<file path="config.mk">
export PLATFORM = sky130hd
export DESIGN_NAME = adjacent_strip_clusterer_core
export DESIGN_NICKNAME = d
export VERILOG_FILES = /design/src/hdl/asc_pkg.sv /design/src/hdl/adjacent_strip_clusterer_core.sv /design/src/hdl/asc_run.sv /design/src/hdl/asc_queue.sv
export SDC_FILE = /design/constraint.sdc
export NUM_CORES = 1
export LEC_CHECK = 0
export BUFFER_PORTS_ARGS = -buffer_cell sky130_fd_sc_hd__buf_2
export CAP_MARGIN = 20
export CORE_ASPECT_RATIO = 1.2
export CORE_MARGIN = 5
export CORE_UTILIZATION = 30
export CTS_CLUSTER_DIAMETER = 100
export DETAILED_ROUTE_END_ITERATION = 8
export SLEW_MARGIN = 10
export SYNTH_ARGS = -nofsm -noshare
export SYNTH_HDL_FRONTEND = slang
export SYNTH_SLANG_ARGS = --single-unit
</file>
<file path="constraint.sdc">
create_clock -name clk_i -period 11.9 [get_ports clk_i]
set_input_delay 0.595 -clock clk_i [delete_from_list [all_inputs] [get_ports clk_i]]
set_output_delay 0.595 -clock clk_i [all_outputs]
set_load 0.005 [all_outputs]
</file>
<file path="src/hdl/asc_pkg.sv">
// Package for the adjacent strip clusterer: hit and cluster payload types,
// the internal result bundle and the detector strip count. No dependencies.
`default_nettype none

package asc_pkg;

  localparam int unsigned STRIP_COUNT = 256;

  localparam logic [8:0]  WIDTH_MAX = 9'h1FF;
  localparam logic [23:0] SUM_MAX   = 24'hFFFFFF;

  typedef struct packed {
    logic [7:0]  strip_number;
    logic [15:0] charge;
    logic [5:0]  layer_id;
    logic [6:0]  plane_id;
    logic        end_of_layer;
  } hit_t;

  typedef struct packed {
    logic [7:0]  first_strip;
    logic [7:0]  final_strip;
    logic [7:0]  peak_strip;
    logic [8:0]  cluster_width;
    logic [23:0] charge_sum;
    logic [5:0]  cluster_layer;
    logic [6:0]  cluster_plane;
    logic        last_of_run;
  } clu_t;

  // Clusters produced by one accepted hit, in output order.
  typedef struct packed {
    logic [1:0] count;
    clu_t       slot0;
    clu_t       slot1;
  } res_t;

endpackage

`default_nettype wire

</file>
<file path="src/hdl/adjacent_strip_clusterer_core.sv">
// Top level of the adjacent strip clusterer: running cluster plus result queue.
// Depends on asc_pkg, asc_run and asc_queue.
`default_nettype none

// Groups one layer's strip hits, sent in ascending strip order, into clusters
// of consecutive strips and reports first, final and peak strip, width,
// saturating charge sum and tags. A cluster enters a four-entry result
// queue as the hit that closes it is taken; a hit that both breaks the open
// cluster and carries end of layer yields two clusters. Clusters leave one
// per cycle while the output is ready. One hit request is taken per cycle;
// the hit input is held off while the queue has fewer than two free entries.
module adjacent_strip_clusterer_core (
  input  logic          clk_i,
  input  logic          rst_ni,
  input  logic          hit_valid_i,
  output logic          hit_ready_o,
  input  asc_pkg::hit_t hit_i,
  output logic          clu_valid_o,
  input  logic          clu_ready_i,
  output asc_pkg::clu_t clu_o
);
  import asc_pkg::*;

  res_t res;
  logic accept;

  assign accept = hit_valid_i && hit_ready_o;

  asc_run u_run (
    .clk_i    (clk_i),
    .rst_ni   (rst_ni),
    .accept_i (accept),
    .hit_i    (hit_i),
    .res_o    (res)
  );

  asc_queue u_queue (
    .clk_i   (clk_i),
    .rst_ni  (rst_ni),
    .res_i   (res),
    .space_o (hit_ready_o),
    .valid_o (clu_valid_o),
    .ready_i (clu_ready_i),
    .clu_o   (clu_o)
  );

endmodule

`default_nettype wire

</file>
<file path="src/hdl/asc_run.sv">
// Running cluster state of the adjacent strip clusterer and the clusters
// that each accepted hit closes. Depends on asc_pkg.
`default_nettype none

module asc_run (
  input  logic          clk_i,
  input  logic          rst_ni,
  input  logic          accept_i,
  input  asc_pkg::hit_t hit_i,
  output asc_pkg::res_t res_o
);
  import asc_pkg::*;

  logic        open_q, open_d;
  logic [7:0]  first_q, first_d;
  logic [7:0]  prev_q, prev_d;
  logic [8:0]  width_q, width_d;
  logic [23:0] sum_q, sum_d;
  logic [15:0] peak_q_q, peak_q_d;
  logic [7:0]  peak_s_q, peak_s_d;
  logic [5:0]  layer_q, layer_d;
  logic [6:0]  plane_q, plane_d;

  logic        adj;
  logic        brk_emit;
  logic [8:0]  next_strip;
  logic [24:0] sum_ext;
  clu_t        old_clu, new_clu;

  always_comb begin
    next_strip = {1'b0, prev_q} + 9'd1;
    adj = open_q && ({1'b0, hit_i.strip_number} == next_strip)
          && (32'(next_strip) < STRIP_COUNT);
    brk_emit = open_q && !adj;
    sum_ext  = {1'b0, sum_q} + {9'd0, hit_i.charge};

    if (adj) begin
      first_d  = first_q;
      width_d  = (width_q != WIDTH_MAX) ? width_q + 9'd1 : width_q;
      sum_d    = sum_ext[24] ? SUM_MAX : sum_ext[23:0];
      if (hit_i.charge > peak_q_q) begin
        peak_q_d = hit_i.charge;
        peak_s_d = hit_i.strip_number;
      end else begin
        peak_q_d = peak_q_q;
        peak_s_d = peak_s_q;
      end
    end else begin
      first_d  = hit_i.strip_number;
      width_d  = 9'd1;
      sum_d    = {8'd0, hit_i.charge};
      peak_q_d = hit_i.charge;
      peak_s_d = hit_i.strip_number;
    end
    prev_d  = hit_i.strip_number;
    layer_d = hit_i.layer_id;
    plane_d = hit_i.plane_id;
    open_d  = !hit_i.end_of_layer;

    old_clu = '{first_strip: first_q, final_strip: prev_q, peak_strip: peak_s_q,
                cluster_width: width_q, charge_sum: sum_q, cluster_layer: layer_q,
                cluster_plane: plane_q, last_of_run: !hit_i.end_of_layer};
    new_clu = '{first_strip: first_d, final_strip: prev_d, peak_strip: peak_s_d,
                cluster_width: width_d, charge_sum: sum_d, cluster_layer: layer_d,
                cluster_plane: plane_d, last_of_run: 1'b1};

    res_o.count = accept_i ? (2'(brk_emit) + 2'(hit_i.end_of_layer)) : 2'd0;
    res_o.slot0 = brk_emit ? old_clu : new_clu;
    res_o.slot1 = new_clu;
  end

  always_ff @(posedge clk_i or negedge rst_ni) begin
    if (!rst_ni) begin
      open_q   <= 1'b0;
      first_q  <= '0;
      prev_q   <= '0;
      width_q  <= '0;
      sum_q    <= '0;
      peak_q_q <= '0;
      peak_s_q <= '0;
      layer_q  <= '0;
      plane_q  <= '0;
    end else if (accept_i) begin
      open_q   <= open_d;
      first_q  <= first_d;
      prev_q   <= prev_d;
      width_q  <= width_d;
      sum_q    <= sum_d;
      peak_q_q <= peak_q_d;
      peak_s_q <= peak_s_d;
      layer_q  <= layer_d;
      plane_q  <= plane_d;
    end
  end

endmodule

`default_nettype wire

</file>
<file path="src/hdl/asc_queue.sv">
// Four-entry result queue of the adjacent strip clusterer: takes up to two
// clusters per cycle, hands out one per cycle while ready. Depends on asc_pkg.
`default_nettype none

module asc_queue (
  input  logic          clk_i,
  input  logic          rst_ni,
  input  asc_pkg::res_t res_i,
  output logic          space_o,
  output logic          valid_o,
  input  logic          ready_i,
  output asc_pkg::clu_t clu_o
);
  import asc_pkg::*;

  clu_t       mem_q [4];
  logic [1:0] wr_ptr_q, wr_ptr_d;
  logic [1:0] rd_ptr_q, rd_ptr_d;
  logic [2:0] count_q, count_d;
  logic       pop;

  assign valid_o = (count_q != 3'd0);
  assign clu_o   = mem_q[rd_ptr_q];
  // Room for the worst case of two clusters from the next request.
  assign space_o = (count_q <= 3'd2);
  assign pop     = valid_o && ready_i;

  always_comb begin
    wr_ptr_d = wr_ptr_q + res_i.count;
    rd_ptr_d = rd_ptr_q + 2'(pop);
    count_d  = count_q + {1'b0, res_i.count} - 3'(pop);
  end

  always_ff @(posedge clk_i) begin
    if (res_i.count != 2'd0) begin
      mem_q[wr_ptr_q] <= res_i.slot0;
    end
    if (res_i.count == 2'd2) begin
      mem_q[wr_ptr_q + 2'd1] <= res_i.slot1;
    end
  end

  always_ff @(posedge clk_i or negedge rst_ni) begin
    if (!rst_ni) begin
      wr_ptr_q <= '0;
      rd_ptr_q <= '0;
      count_q  <= '0;
    end else begin
      wr_ptr_q <= wr_ptr_d;
      rd_ptr_q <= rd_ptr_d;
      count_q  <= count_d;
    end
  end

endmodule

`default_nettype wire

</file>
==> out/metrics.yaml <==
synth:
  syn_avg_cell_area_um2: 12.7
  postSynthCellCount: 1542
  ys_warn_count: 0
  synth.top_cells.by_area: "edfxtp_1, dfrtp_1, mux4_2"
  synth_ff_type: "edfxtp_1"
  ys_seq_area_share_pct: 55.5
  async_reset_ff_share_pct: 24.9
  synth_nets: 1626
  synth_edf_count: 280
  syn-cell-area_um2: 19500
  yosys.area.top_type_share_pct: 43.1
  synth-seq-cells: 378
  synth_top_area_cell: "edfxtp_1"
  yosysMostFrequentCell: "edfxtp_1"
  ys_types: 75
  synthTopCellsByCount: "edfxtp_1, nand2_1, a22o_1, o21ai_0, dfrtp_1"
routing:
  drtIter0Drc: 1467
  drc_errors: 0
  wire_per_inst_um: 24.4
  num_vias: 14200
  via_per_inst: 5.79
  wl_um: 59800
  ant_nets: 0
  drt_pass1_iterations: 6
layout:
  layout-drive-gt1-share_pct: 21.3
  nets: 1677
  n_fill_cell: 6332
  instances_no_fill: 2457
  syn_to_final_growth_pct: 13.3
timing:
  period_share_pct: 52.2
  hold_viol: 0
  max_slew_margin_pct: 24.7
  drv_slew: 0
  skew_ns: 0.0127
  rsz0062_at_grt: "false"
  setup_viol: 0
  worstMarginPinSlew_ns: 1.13
  period_minus_slack_ns: 6.22
  setup_tns_ns: 0
  fmax_ghz: 0.161
setup_path:
  reg2reg_depth: 14
  crit_required_ns: 12.19
  arrival_ns: 6.51
  startpoint_type: "register"
  crit_fanout: 42
  criticalPathCategory: "register to register"
  endpoint_kind: "register"
floorplan:
  core_um2: 64600
  die_w_um: 243
  die_area_um2: 70300
  die_h_um: 289
  placementRows: 102
  boundaryPins: 115
  initial_utilization_pct: 30.2
global_route:
  use_met2_pct: 28.9
  grt_overflow: 0
  use_met1_pct: 20.6
  grt_max_degree: 61
  use_met3_pct: 2.76
  grt_pass1_wl_um: 90100
  grt_pass1_vias: 14300
  antenna_found_initial: 10
  grt.busiest_layer: "met2"
  grtUsageTotal_pct: 16.5
placement:
  dp_hpwl_um: 37000
  gp_congestion: 0.867
  dp.cells: 2384
  numPortBuffers: 114
clocking:
  clk_latency_ns: 0.54
  numClockSinks: 378
  numCtsBuffers: 39
  cts.hold.buffers_added: 0
  htreeDepth: 2
  post_cts_buffers: 0
  root_buffer: "clkbuf_16"
  cts_resized: 0
  path_clk_slew_ns: 0.06
  tritoncts: "done"
  cts.path.max_buffers: 3
run_status:
  outcome: "completed"
run:
  drv_cap: 0
power_and_ir_drop:
  peakVddDrop_v: 0.000107
  power_density_nw_per_um2: 220
  p_leak_nw: 7.93
min_path:
  hold_path.class: "input port to asynchronous set/reset pin"
worst max-delay path, cell delays in order (launching register included):
cell       delay [ns]
dfrtp_1          0.53
ha_1             0.27
nand3_2          0.15
nor4_1           0.33
o21ai_1          0.19
a2111oi_4        0.33
buf_4            0.46
a21oi_2          0.12
ha_1             0.34
o211ai_1         0.57
or2_2            0.28
and2_1           0.59
clkinv_2         0.86
buf_4            0.63
a22o_1           0.28
worst paths after layout:
| path | from | to | slack [ns] |
|---|---|---|---|
| max in group asynchronous | rst_ni | u_queue.rd_ptr_q[0] | 10.32 |
| worst min-delay path | rst_ni | u_run.plane_q[3] | 0.11 |
| worst max register to register | u_run.prev_q[0] | u_queue.mem_q[2][41] | 5.68 |
| worst min register to register | u_queue.mem_q[1][0] | u_queue.mem_q[1][0] | 0.47 |
| worst max-delay path | u_run.prev_q[0] | u_queue.mem_q[2][41] | 5.68 |
| min in group clk_i | hit_i[10] | u_run.layer_q[2] | 0.31 |
state kept, by name, summed over array words and instances, names as in the netlist:
| signal | flops |
|---|---|
| u_queue.count_q | 3 |
| u_queue.mem_q | 284 |
| u_queue.wr_ptr_q | 2 |
| u_run.prev_q | 8 |
| u_run.width_q | 9 |
| u_run.sum_q | 24 |
| u_run.layer_q | 6 |
| u_run.first_q | 8 |
| u_run.open_q | 1 |
| u_run.peak_q_q | 16 |
| u_run.plane_q | 7 |
| u_queue.rd_ptr_q | 2 |
| u_run.peak_s_q | 8 |
stage by stage:
step	worst slack [ns]	instance area [µm²]	total power, W	utilization [%]	hold WS (ns)
detailed placement	5.75	20800	0.00365	32.2	0.452
global route	5.31	22100	0.00513	34.2	0.126
CTS	5.78	22100	0.00492	34.2	0.110
global placement	5.95	20800	0.00361	32.2	0.443
finish	5.68	22100	0.00487	34.2	0.107
floorplan	5.88	19500	0.00300	-	0.299
layout make-up:
class / instances / area [µm²] / area share [%]
flip-flops and latches: 378 / 10800 / 49.1
multi-input cells: 994 / 7980 / 36.1
clock buffers: 56 / 1140 / 5.17
well taps: 832 / 1040 / 4.71
repair buffers: 145 / 806 / 3.64
clock inverters: 15 / 159 / 0.719
inverters: 35 / 136 / 0.617
diodes: 2 / 5.00 / 0.0226
routing by layer:
layer  up-vias  routed length, µm
li1       6181                  -
met1      7240              23800
met2       676              30100
met3       118               3990
met4         6               1860
met5         -                 37
cells in the final DEF, fill, tap and decap left out, types with 10 or more instances in the layout:
| master | synthesis | routed |
|---|---|---|
| a21o_1 | 11 | 11 |
| a21oi_1 | 64 | 63 |
| a221o_1 | 16 | 16 |
| a22o_1 | 150 | 150 |
| a32o_1 | 32 | 32 |
| buf_2 | 26 | 113 |
| buf_4 | 11 | 32 |
| clkbuf_16 | 0 | 41 |
| clkinv_2 | 0 | 13 |
| dfrtp_1 | 94 | 92 |
| edfxtp_1 | 280 | 280 |
| ha_1 | 40 | 40 |
| inv_1 | 33 | 31 |
| mux2_2 | 28 | 28 |
| mux4_2 | 71 | 71 |
| nand2_1 | 169 | 168 |
| nand3_1 | 45 | 45 |
| nand4_1 | 19 | 19 |
| nor2_1 | 33 | 33 |
| o211ai_1 | 13 | 13 |
| o21ai_0 | 110 | 110 |
| o22ai_1 | 12 | 12 |
| xnor2_1 | 21 | 21 |
| xor2_1 | 10 | 10 |
kinds of logic after synthesis:
kind of cell | synth area share (%)
AO/OA/AOI/OAI | 19.0
XOR/XNOR | 1.39
adder cells (fa/ha/maj) | 2.77
buffers and inverters | 3.85
flip-flops | 55.5
multiplexers | 9.86
AND/OR/NAND/NOR | 7.63
power by group:
group          leakage (nW)  total (W)  switching [W]  internal [W]
combinational          3.42    0.00167       0.000955      0.000713
sequential             3.87    0.00194       0.000268       0.00168
clock                 0.641    0.00126       0.000524      0.000736
total                  7.93    0.00487        0.00175       0.00312
Note: power is estimated with default switching activity, not from simulation.
